**config.mk**
```make
export PLATFORM = sky130hd
export DESIGN_NAME = ordered_list_store
export DESIGN_NICKNAME = d
export VERILOG_FILES = /design/src/design/olst_pkg.sv /design/src/design/olst_mem.sv /design/src/design/olst_ctrl.sv /design/src/design/ordered_list_store.sv
export VERILOG_INCLUDE_DIRS = /design/src /design/src/design
export SDC_FILE = /design/constraint.sdc
export NUM_CORES = 1
export LEC_CHECK = 0
export BUFFER_PORTS_ARGS = -buffer_cell sky130_fd_sc_hd__clkbuf_2
export CAP_MARGIN = 20
export CORE_UTILIZATION = 62
export DETAILED_ROUTE_END_ITERATION = 16
export PLACE_DENSITY = 0.87
export REMOVE_ABC_BUFFERS = 1
export SLEW_MARGIN = 20
export SYNTH_ARGS = -nofsm -noshare
export SYNTH_HDL_FRONTEND = slang
export SYNTH_SLANG_ARGS = --single-unit
```
**constraint.sdc**
```tcl
create_clock -name clk -period 6.4 [get_ports clk]
set_input_delay 1.28 -clock clk [delete_from_list [all_inputs] [get_ports clk]]
set_output_delay 1.28 -clock clk [all_outputs]
set_load 0.01 [all_outputs]
```
**src/design/ordered_list_store_macros.svh**
```systemverilog
// Assertion macros for the ordered list store RTL.
// Each macro expects signals named clk and rst in the scope where it is used.
`ifndef ORDERED_LIST_STORE_MACROS_SVH
`define ORDERED_LIST_STORE_MACROS_SVH

// A condition that must hold at every clock edge outside reset.
`define OLST_ASSERT_ALWAYS(label, cond, msg) \
  label: assert property (@(posedge clk) disable iff (rst) (cond)) else $error(msg);

// A consequence that must hold in the same cycle as its trigger.
`define OLST_ASSERT_IMPL(label, ante, cons, msg) \
  label: assert property (@(posedge clk) disable iff (rst) (ante) |-> (cons)) \
    else $error(msg);

// A consequence that must hold in the cycle after its trigger.
`define OLST_ASSERT_NEXT(label, ante, cons, msg) \
  label: assert property (@(posedge clk) disable iff (rst) (ante) |=> (cons)) \
    else $error(msg);

`endif

```
**src/design/olst_pkg.sv**
```systemverilog
// Package for the ordered list store: command and result word types,
// operation codes and controller states. Depends on nothing.
package olst_pkg;

  localparam int VALUE_W  = 32;
  localparam int OPCODE_W = 2;
  localparam int LENGTH_W = 5;

  typedef enum logic [OPCODE_W-1:0] {
    OP_PUSH_FRONT = 2'd0,
    OP_PUSH_BACK  = 2'd1,
    OP_DELETE     = 2'd2
  } olst_op_t;

  typedef enum logic {
    ST_IDLE = 1'b0,
    ST_WALK = 1'b1
  } olst_state_t;

  typedef struct packed {
    logic [OPCODE_W-1:0]       opcode;
    logic signed [VALUE_W-1:0] value;
  } olst_cmd_t;

  typedef struct packed {
    logic                accepted;
    logic                found;
    logic [LENGTH_W-1:0] length;
  } olst_rsp_t;

endpackage

```
**src/design/olst_mem.sv**
```systemverilog
// Entry store of the ordered list: one write port and one read port with
// registered read data. Depends on olst_pkg for the word width.
module olst_mem
  import olst_pkg::*;
#(
  parameter int CAPACITY = 16,
  parameter int AW       = $clog2(CAPACITY)
) (
  input  logic               clk,
  input  logic               we,
  input  logic [AW-1:0]      waddr,
  input  logic [VALUE_W-1:0] wdata,
  input  logic               re,
  input  logic [AW-1:0]      raddr,
  output logic [VALUE_W-1:0] rdata
);

  logic [VALUE_W-1:0] mem [CAPACITY];

  always_ff @(posedge clk) begin
    if (we) begin
      mem[waddr] <= wdata;
    end
  end

  always_ff @(posedge clk) begin
    if (re) begin
      rdata <= mem[raddr];
    end
  end

endmodule

```
**src/design/olst_ctrl.sv**
```systemverilog
// Controller of the ordered list store: command decode, list pointers,
// delete walk and result register. Depends on olst_pkg and the macro header.
`include "ordered_list_store_macros.svh"

module olst_ctrl
  import olst_pkg::*;
#(
  parameter int CAPACITY = 16,
  parameter int AW       = $clog2(CAPACITY),
  parameter int CW       = $clog2(CAPACITY + 1)
) (
  input  logic               clk,
  input  logic               rst,
  input  logic               start,
  output logic               busy,
  input  olst_cmd_t          cmd,
  output logic               done,
  output olst_rsp_t          rsp,
  output logic               mem_we,
  output logic [AW-1:0]      mem_waddr,
  output logic [VALUE_W-1:0] mem_wdata,
  output logic               mem_re,
  output logic [AW-1:0]      mem_raddr,
  input  logic [VALUE_W-1:0] mem_rdata
);

  localparam logic [AW-1:0]   LAST_IDX = AW'(CAPACITY - 1);
  localparam logic [CW-1:0]   CAP_CNT  = CW'(CAPACITY);
  localparam logic [CW:0]     CAP_SUM  = (CW + 1)'(CAPACITY);

  olst_state_t        state, state_next;
  logic [CW-1:0]      count, count_next;
  logic [AW-1:0]      front, front_next;
  logic [AW-1:0]      rd_ptr, rd_ptr_next;
  logic [AW-1:0]      wr_ptr, wr_ptr_next;
  logic [CW-1:0]      rd_cnt, rd_cnt_next;
  logic [CW-1:0]      kept, kept_next;
  logic               found, found_next;
  logic [VALUE_W-1:0] val, val_next;
  logic               rd_vld, rd_vld_next;
  logic               done_next;
  olst_rsp_t          rsp_next;

  logic               accept;
  logic               full;
  logic [AW-1:0]      prev_front;
  logic [CW:0]        back_sum;
  logic [AW-1:0]      back_idx;

  function automatic logic [AW-1:0] inc_idx(input logic [AW-1:0] idx);
    return (idx == LAST_IDX) ? '0 : idx + 1'b1;
  endfunction

  assign busy       = (state != ST_IDLE);
  assign accept     = start && !busy;
  assign full       = (count == CAP_CNT);
  assign prev_front = (front == '0) ? LAST_IDX : front - 1'b1;
  assign back_sum   = (CW + 1)'(front) + (CW + 1)'(count);
  assign back_idx   = (back_sum >= CAP_SUM) ? AW'(back_sum - CAP_SUM) : AW'(back_sum);

  always_ff @(posedge clk) begin
    if (rst) begin
      state  <= ST_IDLE;
      count  <= '0;
      front  <= '0;
      rd_vld <= 1'b0;
      done   <= 1'b0;
    end else begin
      state  <= state_next;
      count  <= count_next;
      front  <= front_next;
      rd_vld <= rd_vld_next;
      done   <= done_next;
    end
  end

  always_ff @(posedge clk) begin
    rd_ptr <= rd_ptr_next;
    wr_ptr <= wr_ptr_next;
    rd_cnt <= rd_cnt_next;
    kept   <= kept_next;
    found  <= found_next;
    val    <= val_next;
    rsp    <= rsp_next;
  end

  always_comb begin
    state_next  = state;
    count_next  = count;
    front_next  = front;
    rd_ptr_next = rd_ptr;
    wr_ptr_next = wr_ptr;
    rd_cnt_next = rd_cnt;
    kept_next   = kept;
    found_next  = found;
    val_next    = val;
    rd_vld_next = 1'b0;
    done_next   = 1'b0;
    rsp_next    = rsp;
    mem_we      = 1'b0;
    mem_waddr   = wr_ptr;
    mem_wdata   = cmd.value;
    mem_re      = 1'b0;
    mem_raddr   = rd_ptr;

    unique case (state)
      ST_IDLE: begin
        if (accept) begin
          unique case (cmd.opcode) inside
            OP_PUSH_FRONT, OP_PUSH_BACK: begin
              done_next        = 1'b1;
              rsp_next.found   = 1'b0;
              rsp_next.accepted = !full;
              rsp_next.length  = LENGTH_W'(count);
              if (!full) begin
                mem_we          = 1'b1;
                count_next      = count + 1'b1;
                rsp_next.length = LENGTH_W'(count + 1'b1);
                if (cmd.opcode == OP_PUSH_FRONT) begin
                  front_next = prev_front;
                  mem_waddr  = prev_front;
                end else begin
                  mem_waddr = back_idx;
                end
              end
            end
            OP_DELETE: begin
              state_next  = ST_WALK;
              rd_ptr_next = front;
              wr_ptr_next = front;
              rd_cnt_next = '0;
              kept_next   = '0;
              found_next  = 1'b0;
              val_next    = cmd.value;
            end
            default: begin
              done_next         = 1'b1;
              rsp_next.accepted = 1'b0;
              rsp_next.found    = 1'b0;
              rsp_next.length   = LENGTH_W'(count);
            end
          endcase
        end
      end
      ST_WALK: begin
        mem_re      = (rd_cnt != count);
        rd_vld_next = mem_re;
        if (mem_re) begin
          rd_ptr_next = inc_idx(rd_ptr);
          rd_cnt_next = rd_cnt + 1'b1;
        end
        if (rd_vld) begin
          if (mem_rdata == val) begin
            found_next = 1'b1;
          end else begin
            mem_we      = 1'b1;
            mem_waddr   = wr_ptr;
            mem_wdata   = mem_rdata;
            wr_ptr_next = inc_idx(wr_ptr);
            kept_next   = kept + 1'b1;
          end
        end
        if (!mem_re && !rd_vld) begin
          state_next        = ST_IDLE;
          count_next        = kept;
          done_next         = 1'b1;
          rsp_next.accepted = 1'b1;
          rsp_next.found    = found;
          rsp_next.length   = LENGTH_W'(kept);
        end
      end
      default: begin
        state_next = ST_IDLE;
      end
    endcase
  end

  `OLST_ASSERT_ALWAYS(a_count_bound, (count <= CAP_CNT) && (front <= LAST_IDX), "list bounds broken")
  `OLST_ASSERT_IMPL(a_kept_behind, state == ST_WALK, kept <= rd_cnt, "compaction ran ahead of walk")
  `OLST_ASSERT_IMPL(a_no_overlap, mem_we && mem_re, mem_waddr != mem_raddr, "write hit read entry")
  `OLST_ASSERT_NEXT(a_delete_walks, accept && (cmd.opcode == OP_DELETE), busy && !done, "delete did not walk")

endmodule

```
**src/design/ordered_list_store.sv**
```systemverilog
// Ordered list store: a bounded list of signed 32-bit words kept in a
// circular entry memory. An insert at either end answers in the cycle after
// start and leaves busy low. A delete walks the stored entries through the
// single read port of the memory and compacts the survivors behind the walk;
// busy stays high through the walk and the result strobes at the end. Every
// accepted command gives exactly one result word, shown for one cycle under
// done; the receiver cannot stall it. Reset needs no clearing pass. The
// length field reports the count modulo 32.
module ordered_list_store
  import olst_pkg::*;
#(
  parameter int CAPACITY = 16
) (
  input  logic      clk,
  input  logic      rst,
  input  logic      start,
  output logic      busy,
  input  olst_cmd_t cmd,
  output logic      done,
  output olst_rsp_t rsp
);

  localparam int AW = $clog2(CAPACITY);

  logic               mem_we;
  logic [AW-1:0]      mem_waddr;
  logic [VALUE_W-1:0] mem_wdata;
  logic               mem_re;
  logic [AW-1:0]      mem_raddr;
  logic [VALUE_W-1:0] mem_rdata;

  olst_ctrl #(
    .CAPACITY (CAPACITY),
    .AW       (AW)
  ) u_ctrl (
    .clk       (clk),
    .rst       (rst),
    .start     (start),
    .busy      (busy),
    .cmd       (cmd),
    .done      (done),
    .rsp       (rsp),
    .mem_we    (mem_we),
    .mem_waddr (mem_waddr),
    .mem_wdata (mem_wdata),
    .mem_re    (mem_re),
    .mem_raddr (mem_raddr),
    .mem_rdata (mem_rdata)
  );

  olst_mem #(
    .CAPACITY (CAPACITY),
    .AW       (AW)
  ) u_mem (
    .clk   (clk),
    .we    (mem_we),
    .waddr (mem_waddr),
    .wdata (mem_wdata),
    .re    (mem_re),
    .raddr (mem_raddr),
    .rdata (mem_rdata)
  );

endmodule

```
== Word-level counts from Yosys, hierarchy flattened ==
Memories as Yosys holds them, arrays and structs flattened. A register that Yosys moved wholly into a read port is not among the register bits.
Index checks and enable logic that the tools add are counted.
Word-level totals
  logic and storage cells: 115
  register bits after elaboration: 70
  memory bits (writable): 512
  memories kept: 1
Operators by class
  bitwise operators: 2
  magnitude comparators: 1
  reductions and logical operators: 16
  add/subtract/negate cells: 8
  multiplexer cells: 57
  equality and inequality tests: 16
Memories
  u_mem.mem: depth 16, width 32, rd ports 1, clocked after memory_dff 1, write ports 1, RTL line olst_mem.sv:18  | logic [VALUE_W-1:0] mem [CAPACITY];
Operators with widths (count)
  $mux 32: 3
  $mux 4: 13
  $mux 5: 9
  $eq 32x32->1: 1
  $pmux 5 s2: 3
  $pmux 7 s2: 2
  $pmux 4 s2: 3
  $mux 1: 18
  $add 5x1->5 const B: 3
  $mux 7: 2
  $ne 2x2->1 const B: 7
  $reduce_and 3->1: 4
  $add 4x1->4 const B: 2
  $eq 4x4->1 const B: 2
  $pmux 1 s2: 4
  $reduce_and 4->1: 2
  $sub 4x1->4 const B: 2
  $add 4x5->6: 1
  $ge 6x5->1 const B: 1
  $eq 5x5->1 const B: 1
  $ne 5x5->1: 1
  $reduce_and 5->1: 1
  $logic_not 1->1: 4
  $logic_not 4->1: 1
  7 further kinds: 10

== Depth between registers and ports, before layout ==
Gate-level depths: netlist of run 1.
  depth in word-level cells: 8
  depth in mapped cells: 9
  depth with buffers taken out: 8

== Hierarchy ==
Synthesis of run 1 repeated with hierarchy kept, for this count alone.
Second synthesis, totals
  cell total of the unflattened synthesis: 1169
  area, all modules: 24150.7 sq um
By module, submodules not included
  olst_mem: cells an instance 838, area each 20155.6 sq um, seq. area each 16335.7 sq um, times used 1
  olst_ctrl: cells an instance 331, area each 3995.1 sq um, seq. area each 1981.9 sq um, times used 1

== Worst setup path before layout of run 1 ==
OpenSTA, ideal clock, no wires.
  path kind: input -> register
  from: in cmd[33] (netlist name)
  to: mem u_mem.mem[6][0] (enable)
  slack: 1.073 ns
  path buffers: 1
  data required time: 5.932 ns
  arrival: 4.859 ns
  stages: 6
  cell sequence: clkbuf_1 > nor2_1 > mux2_2 > o31ai_2 > o21ai_1 > nor3b_1
On the way
  word-level cells in the longest chain between the ends: 7
  elaborated cells on any way between the ends: 13
  those cells by class: eq/ne: 1; mux: 10; reduce/logical: 2
RTL lines
  from (decl): RTL line ordered_list_store.sv:18  | input olst_cmd_t cmd,
  $eq 2x1->1 (no line) or $logic_not 2->1 (tied branches)
  $reduce_or 2->1: RTL line olst_ctrl.sv:109  | unique case (cmd.opcode) inside
  $mux 1: RTL line olst_ctrl.sv:109
  $mux 1: RTL line olst_ctrl.sv:108  | if (accept) begin
  $pmux 1 s2: RTL line olst_ctrl.sv:106  | unique case (state)
  $mux 1: RTL line olst_mem.sv:21  | if (we) begin
  $mux 1 (not written as such): RTL line olst_mem.sv:22  | mem[waddr] <= wdata;
  to (decl): RTL line olst_mem.sv:18
Several ways; a longest one is shown, not always the timed one.

== Worst setup path after layout of run 1 ==
  from: reg u_mem.rdata[0], read port of u_mem.mem
  to: mem u_mem.mem[13][4] (enable)
On the way
  word-level cells in the longest chain between the ends: 6
RTL lines
  from (decl): RTL line olst_mem.sv:15  | output logic [VALUE_W-1:0] rdata
  $eq 32x32->1: RTL line olst_ctrl.sv:153  | if (mem_rdata == val) begin
  $mux 1: RTL line olst_ctrl.sv:153
  $mux 1: RTL line olst_ctrl.sv:152  | if (rd_vld) begin
  $pmux 1 s2: RTL line olst_ctrl.sv:106
  $mux 1: RTL line olst_mem.sv:21
  $mux 1 (not written as such): RTL line olst_mem.sv:22
Every way passes these cells.

==> summary.txt, run 1 <==
Logic synthesis
  – Mapped Area: 0.0247 sq mm
  – Syn_area_per_cell: 18.5 sq um
  – Top FF cell, synth: edfxtp_1
  – #FFs+latches synth: 614
  – Post-synth top area cell: edfxtp_1
  – Synth cell types: 59
  – Yosys warns: 0
  – Gate Count Post-Synth: 1,336
  – Post-synth ARST share: 0%
  – Sequential share of the synthesized area: 74.0%
  – Post-synth EDFFs: 602
  – Dominant cells by area after synthesis: edfxtp_1, mux4_2, mux2i_1
  – Share of the synthesized area in the top cell type: 73.0%

Global route
  – Largest net degree at the start of global routing: 137
  – Vias in the first global route: 13,500
  – Gr busiest metal: met2
  – Aggregate global routing overflow: 0
  – Met3 GRT Util: 5.39%
  – Met1 GRT Util: 36.2%
  – Met2 Usage GRT: 45.9%
  – Initial antenna violation count: 0
  – GR Util All Layers: 27.5%
  – First-pass GRT wire length: 82,700 microns

Min path
  – Hold crit path type: reg -> reg

Timing
  – Worst hold margin: 0.540 ns
  – Max-slew headroom: 20.7%
  – Fin crit share: 61.1%
  – RSZ-0062 raised after global routing: no
  – Final Setup Violations: 0
  – Fmax: 0.256 GHz
  – Min Tclk post-route: 3.91 ns
  – Slew at the pin with the worst max-slew slack: 1.19 ns
  – Worst setup margin: 2.49 ns
  – Max Clock Skew: 0.0512 ns
  – Final hold violation count: 0
  – Max-slew violations: 0

Floorplanning
  – # IOs: 46
  – Chip Width: 202 microns
  – Die Ht: 202 microns
  – Core area: 0.0390 sq mm
  – Die area: 0.0407 sq mm
  – Starting density of the core: 63.4%
  – Row count: 72

Power
  – Final Total Pwr: 8430 uW
  – Max rail drop VDD: 0.000256 V
  – Pleak: 0.00920 uW
  – PD cells: 306 mW/mm^2

Clock tree
  – Clk_lat worst skew: 0.63 ns
  – Clock Path Buffers: 3
  – CTS tree: done
  – Root Buffer: clkbuf_16
  – Total CTS buffers: 56
  – H-tree depth: 2
  – CTS clk-pin slew, worst paths: 0.06 ns
  – Hold buffers post-CTS: 0
  – Resize count post-CTS: 0
  – Clock sinks: 614
  – Setup Fix Bufs, Post-CTS: 0

Routing
  – DR WL/cell: 28.4 microns
  – DRC violations left: 0
  – DRT antenna net count: 0
  – Total wire length: 55,600 microns
  – Initial DRT Pass Iterations: 5
  – DR vias/cell: 6.79
  – DRT iter0 DRCs: 1,519
  – Via Count: 13,300

Finish
  – Filler cells: 2,160
  – Sequential cell area: 0.0183 sq mm
  – Final nets: 1,445
  – Layout cell share with drive strength beyond 1: 20.1%
  – N_diodes: 0
  – Post-route cell area: 0.0276 sq mm
  – Area added between synthesis and finish: 11.5%
  – Area occupied by multi-input gates: 0.00620 sq mm

Placed design
  – Port bufs: 45
  – Setup slack after placement: 2.25 ns
  – GPL Wtd Cong: 0.863
  – Post-DP HPWL: 29,800 microns
  – Dpl cell area: 0.0258 sq mm

Setup path
  – Worst path bufs/invs: 1
  – Worst EP arrival: 4.26 ns
  – Req. time, crit path: 6.75 ns
  – CP Max Fanout: 17
  – Crit path kind: reg -> reg
  – Crit-path slowest cell: nor4_1
  – Crit-path leading delay family: simple AND/OR/NAND/NOR gates
  – CP Cell Sequence: xor2_1 > nor4_1 > nand4_1 > o2111ai_2 > a21oi_4 > buf_16
  – Slowest stage delay, CP: 0.96 ns
  – Nature of the critical path endpoint: register
  – Startpoint Class: register

Status
  – Status: complete, no violations

Flow run
  – Max_cap viols: 0
-- metrics by stage --
stage	util, %	cells	TNS (ns)
after floorplan	-	1263	-53.41
after global placement	65.8	1853	0
after detailed placement	66.0	1856	0
after CTS	70.7	1959	0
after global routing	70.7	1960	0
final	70.7	1960	0
-- cell usage after synthesis, types with 6 or more instances --
library cell,number
dfxtp_1,12
nand2b_1,6
ha_1,10
inv_1,11
nand3_1,9
nor3_1,8
a221oi_1,64
a21oi_1,22
and2_1,11
buf_2,23
mux2_4,30
a22oi_1,32
xor2_1,43
o21ai_0,43
mux4_2,64
a31oi_1,7
clkbuf_1,37
buf_6,6
mux2i_1,134
edfxtp_1,602
xnor2_1,10
nor2_1,23
nor4_1,8
nand2_1,55
-- power breakdown --
group | internal (uW) | switching (uW) | total (uW)
clock | 1850 | 1460 | 3310
sequential | 4510 | 36.0 | 4540
combinational | 209 | 372 | 581
total | 6560 | 1860 | 8430
-- metal layers --
layer  part of all wire, %  vias to the layer above
li1                      -                     5559
met3                   9.4                      129
met1                    37                     6774
met4                   3.4                        0
met5                     0                        -
met2                    51                      841
-- path summary, 6_finish.rpt --
path	slack, ns	to	cells after the start	from
hold / removal	0.54	u_ctrl.rsp[5]$_SDFFCE_PN0P_	1	u_ctrl.found$_DFFE_PP_
setup reg to reg	2.49	u_mem.mem[13][4]$_DFFE_PP_	6	u_mem.rdata[0]$_DFFE_PP_
hold reg to reg	0.54	u_ctrl.rsp[5]$_SDFFCE_PN0P_	1	u_ctrl.found$_DFFE_PP_
setup / recovery	2.49	u_mem.mem[13][4]$_DFFE_PP_	6	u_mem.rdata[0]$_DFFE_PP_
-- final cells by class --
class / instances / area share (%)
clock buffer: 63 / 5.17
clock inverter: 40 / 1.37
sequential: 614 / 66.4
timing repair buffer: 76 / 2.09
multi-input combinational: 638 / 22.5
inverter: 11 / 0.150
tap: 518 / 2.35
-- cells by family after synthesis --
logic type	synth area share (%)
mux	13.2
fa+ha+maj	0.586
flops	74.0
simple gates	2.83
xor+xnor	1.88
buf+inv	1.60
compound gates	5.84
-- worst reg2reg max path, stage by stage (launching register included) --
cell	delay, ns
edfxtp_1	0.43
xor2_1	0.17
nor4_1	0.96
nand4_1	0.45
o2111ai_2	0.97
a21oi_4	0.38
buf_16	0.28
-- flip-flops by register name (all words and copies together), names as in the netlist, 4 cells and up --
name,cells
u_ctrl.front,4
u_ctrl.count,5
u_ctrl.kept,5
u_ctrl.rd_cnt,5
u_ctrl.rsp,7
u_ctrl.mem_raddr,4
u_mem.rdata,32
u_ctrl.wr_ptr,4
u_mem.mem,512
u_ctrl.val,32
-- cell usage in the layout (no fill, tap or decap), drive strengths merged, types with 23 or more instances in the layout --
| cell | n |
|---|---|
| a22oi | 32 |
| o21ai | 48 |
| clkbuf | 108 |
| nand2 | 55 |
| mux2i | 134 |
| mux2 | 34 |
| nor2 | 23 |
| edfxtp | 602 |
| buf | 31 |
| mux4 | 64 |
| clkinv | 32 |
| a221oi | 64 |
| xor2 | 43 |
Power figures use the tool's default switching activity.
==> run 2, diff against run 1 <==
- CORE_UTILIZATION: 62 -> 56
- PLACE_DENSITY: 0.87 -> 0.83
- clock period: 6.4 -> 3.5 ns (I/O delays scaled with it)
==> summary.txt, run 2 (synthesis results as in run 1) <==
Setup path
  – Worst setup path startpoint: u_ctrl.count[1]$_SDFFE_PP0P_
  – RR Endpoint: u_mem.mem[14][19]$_DFFE_PP_
  – Reg-to-Reg Start: u_ctrl.count[1]$_SDFFE_PP0P_
  – Critical Path Sink: u_mem.mem[14][19]$_DFFE_PP_
  – Startpoint Class: register
  – Nature of the critical path endpoint: register
  – Req. time, crit path: 3.82 ns (-2.93 ns)
  – CP Max Fanout: 17 (unchanged)
  – Slowest stage delay, CP: 0.66 ns (-0.30 ns)
  – Cells on worst reg2reg path: 8 (+2)
  – Worst EP arrival: 3.72 ns (-0.54 ns)
  – Crit path kind: reg -> reg
  – Crit-path slowest cell: a21oi_4
  – CP Cell Sequence: inv_1 > ha_1 > nor4bb_1 > or3_1 > or2_1 > buf_4 > a21oi_4 > buf_12
  – R2r setup slk: 0.1 ns (-2.39 ns)

Floorplanning
  – Die area: 0.0450 sq mm (+11%)
  – Row count: 76 (+5.6%)
  – Starting density of the core: 57.1% (-6.4 points)
  – Core area: 0.0434 sq mm (+11%)
  – Die Ht: 212 microns (+5.2%)
  – # IOs: 46 (unchanged)
  – Chip Width: 212 microns (+5.2%)

Routing
  – DRT antenna net count: 0 (unchanged)
  – DRC violations left: 0 (unchanged)
  – DRT iter0 DRCs: 1,606 (+5.7%)
  – Via Count: 13,200 (-0.59%)
  – Initial DRT Pass Iterations: 5 (unchanged)
  – DR WL/cell: 26.9 microns (-5.3%)
  – Total wire length: 55,200 microns (-0.65%)
  – DR vias/cell: 6.43 (-5.2%)

Global route
  – Aggregate global routing overflow: 0 (unchanged)
  – First-pass GRT wire length: 81,100 microns (-1.9%)
  – Largest net degree at the start of global routing: 67 (-51%)
  – Initial antenna violation count: 0 (unchanged)
  – GR Util All Layers: 25.0% (-2.6 points)
  – Vias in the first global route: 13,000 (-3.8%)

Clock tree
  – CTS clk-pin slew, worst paths: 0.06 ns (about the same)
  – Clk_lat worst skew: 0.62 ns (about the same)
  – Hold buffers post-CTS: 0 (unchanged)
  – Clock sinks: 614 (unchanged)
  – Setup Fix Bufs, Post-CTS: 0 (unchanged)
  – Total CTS buffers: 57 (+1.8%)
  – H-tree depth: 2 (unchanged)
  – Clock Path Buffers: 3 (unchanged)
  – Resize count post-CTS: 0 (unchanged)
  – Root Buffer: clkbuf_16
  – CTS tree: done

Timing
  – TNS Setup: 0 ns (unchanged)
  – Max-slew violations: 0 (unchanged)
  – Final Setup Violations: 0 (unchanged)
  – Slew at the pin with the worst max-slew slack: 1.10 ns (-0.0915 ns)
  – Max-slew headroom: 26.7% (+6.0 points)
  – RSZ-0062 raised after global routing: no
  – Fmax: 0.294 GHz (+15%)
  – Final hold violation count: 0 (unchanged)
  – Worst hold margin: 0.281 ns (-0.259 ns)
  – Fin crit share: 97.3% (+36 points)
  – Worst setup margin: 0.0950 ns (-2.39 ns)
  – Min Tclk post-route: 3.40 ns (-0.508 ns)
  – Max Clock Skew: 0.0164 ns (-0.0348 ns)

Placed design
  – Port bufs: 45 (unchanged)
  – Post-DP HPWL: 33,400 microns (+12%)
  – Placed instance count: 1,950 (+5.1%)
  – Setup slack after placement: 0.183 ns (-2.07 ns)
  – GPL Wtd Cong: 0.893 (+3.4%)

Min path
  – Hold crit path type: in -> reg

Finish
  – Final nets: 1,472 (+1.9%)
  – Top reg by flops: u_mem.mem
  – Biggest regs: u_mem.mem (512), u_ctrl.val (32), u_mem.rdata (32)
  – Commonest non-fill, non-tap cell in the layout: edfxtp_1
  – Max reg flops: 512 (unchanged)
  – Layout cell share with drive strength beyond 1: 20.7% (+0.56 points)
  – Most frequent cells in the layout: edfxtp_1, mux2i_1, a221oi_1, mux4_2, clkbuf_16
  – Fin cells: 2,056 (+4.9%)
  – N_diodes: 0 (unchanged)
  – Area added between synthesis and finish: 12.9%

Power
  – PD cells: 552 mW/mm^2 (+81%)
  – Max rail drop VDD: 0.000463 V (+81%)
  – Pleak: 0.00931 uW (+1.3%)

Status
  – Status: complete, no violations

Flow run
  – Max_cap viols: 0 (unchanged)
run 2: changes by cell type in the layout (fill, tap and decap cells not counted), sizes merged:
cell      previous run  this run
clkinvlp             2         4
clkinv              32        22
clkbuf             108       115
buf                 31        57
inv                 11        16
bufinv               6         5
run 2: cell type report:
type / count / area, sq um
clock buffers: 70 / 1480
flip-flops and latches: 614 / 18300
multi-input cells: 638 / 6190
clock inverters: 36 / 322
fillers: 2781 / 15400
well taps: 585 / 732
repair buffers: 102 / 878
inverters: 11 / 41.3
run 2: metrics by stage:
step                util, %  power (uW)  cell area [sq um]
global route           64.5       15800              28000
global placement       60.3        9510              26200
detailed placement     60.3        9550              26200
CTS                    64.5       15500              28000
floorplan                 -        9210              24400
finish                 64.5       15400              28000
run 2: worst min-delay path by stage:
stage,depth (start not counted),from,endpoint
6_report,1,cmd[25],u_ctrl.val[25]$_DFFE_PP_
5_1_grt,1,cmd[27],u_ctrl.val[27]$_DFFE_PP_
4_1_cts,1,cmd[24],u_ctrl.val[24]$_DFFE_PP_
3_5_place_dp,1,u_ctrl.found$_DFFE_PP_,u_ctrl.rsp[5]$_SDFFCE_PN0P_
3_3_place_gp,1,u_ctrl.found$_DFFE_PP_,u_ctrl.rsp[5]$_SDFFCE_PN0P_
2_1_floorplan,1,u_ctrl.found$_DFFE_PP_,u_ctrl.rsp[5]$_SDFFCE_PN0P_
run 2: power by group:
part,leakage [uW],total (uW),internal [uW],switching (uW)
combinational,0.00291,1120,400,716
clock,0.000858,6020,3370,2650
sequential,0.00554,8300,8240,58.2
total,0.00931,15400,12000,3420
run 2: layer usage:
| layer | routed length [microns] | up-vias | GRT usage [%] |
|---|---|---|---|
| met1 | 21800 | 6689 | 35.8 |
| met3 | 5870 | 105 | 4.89 |
| met5 | 0 | - | 0 |
| met2 | 25800 | 831 | 38.3 |
| li1 | - | 5600 | - |
| met4 | 1740 | 0 | 9.33 |
run 2: critical path: cells and delay by family, from the launching register on:
| kind | cells | cell delay, ns |
|---|---|---|
| buffers and inverters | 3 | 0.61 |
| adder cells (fa/ha/maj) | 1 | 0.21 |
| flip-flops | 1 | 0.47 |
| AND/OR/NAND/NOR | 3 | 1.15 |
| AO/OA/AOI/OAI | 1 | 0.66 |
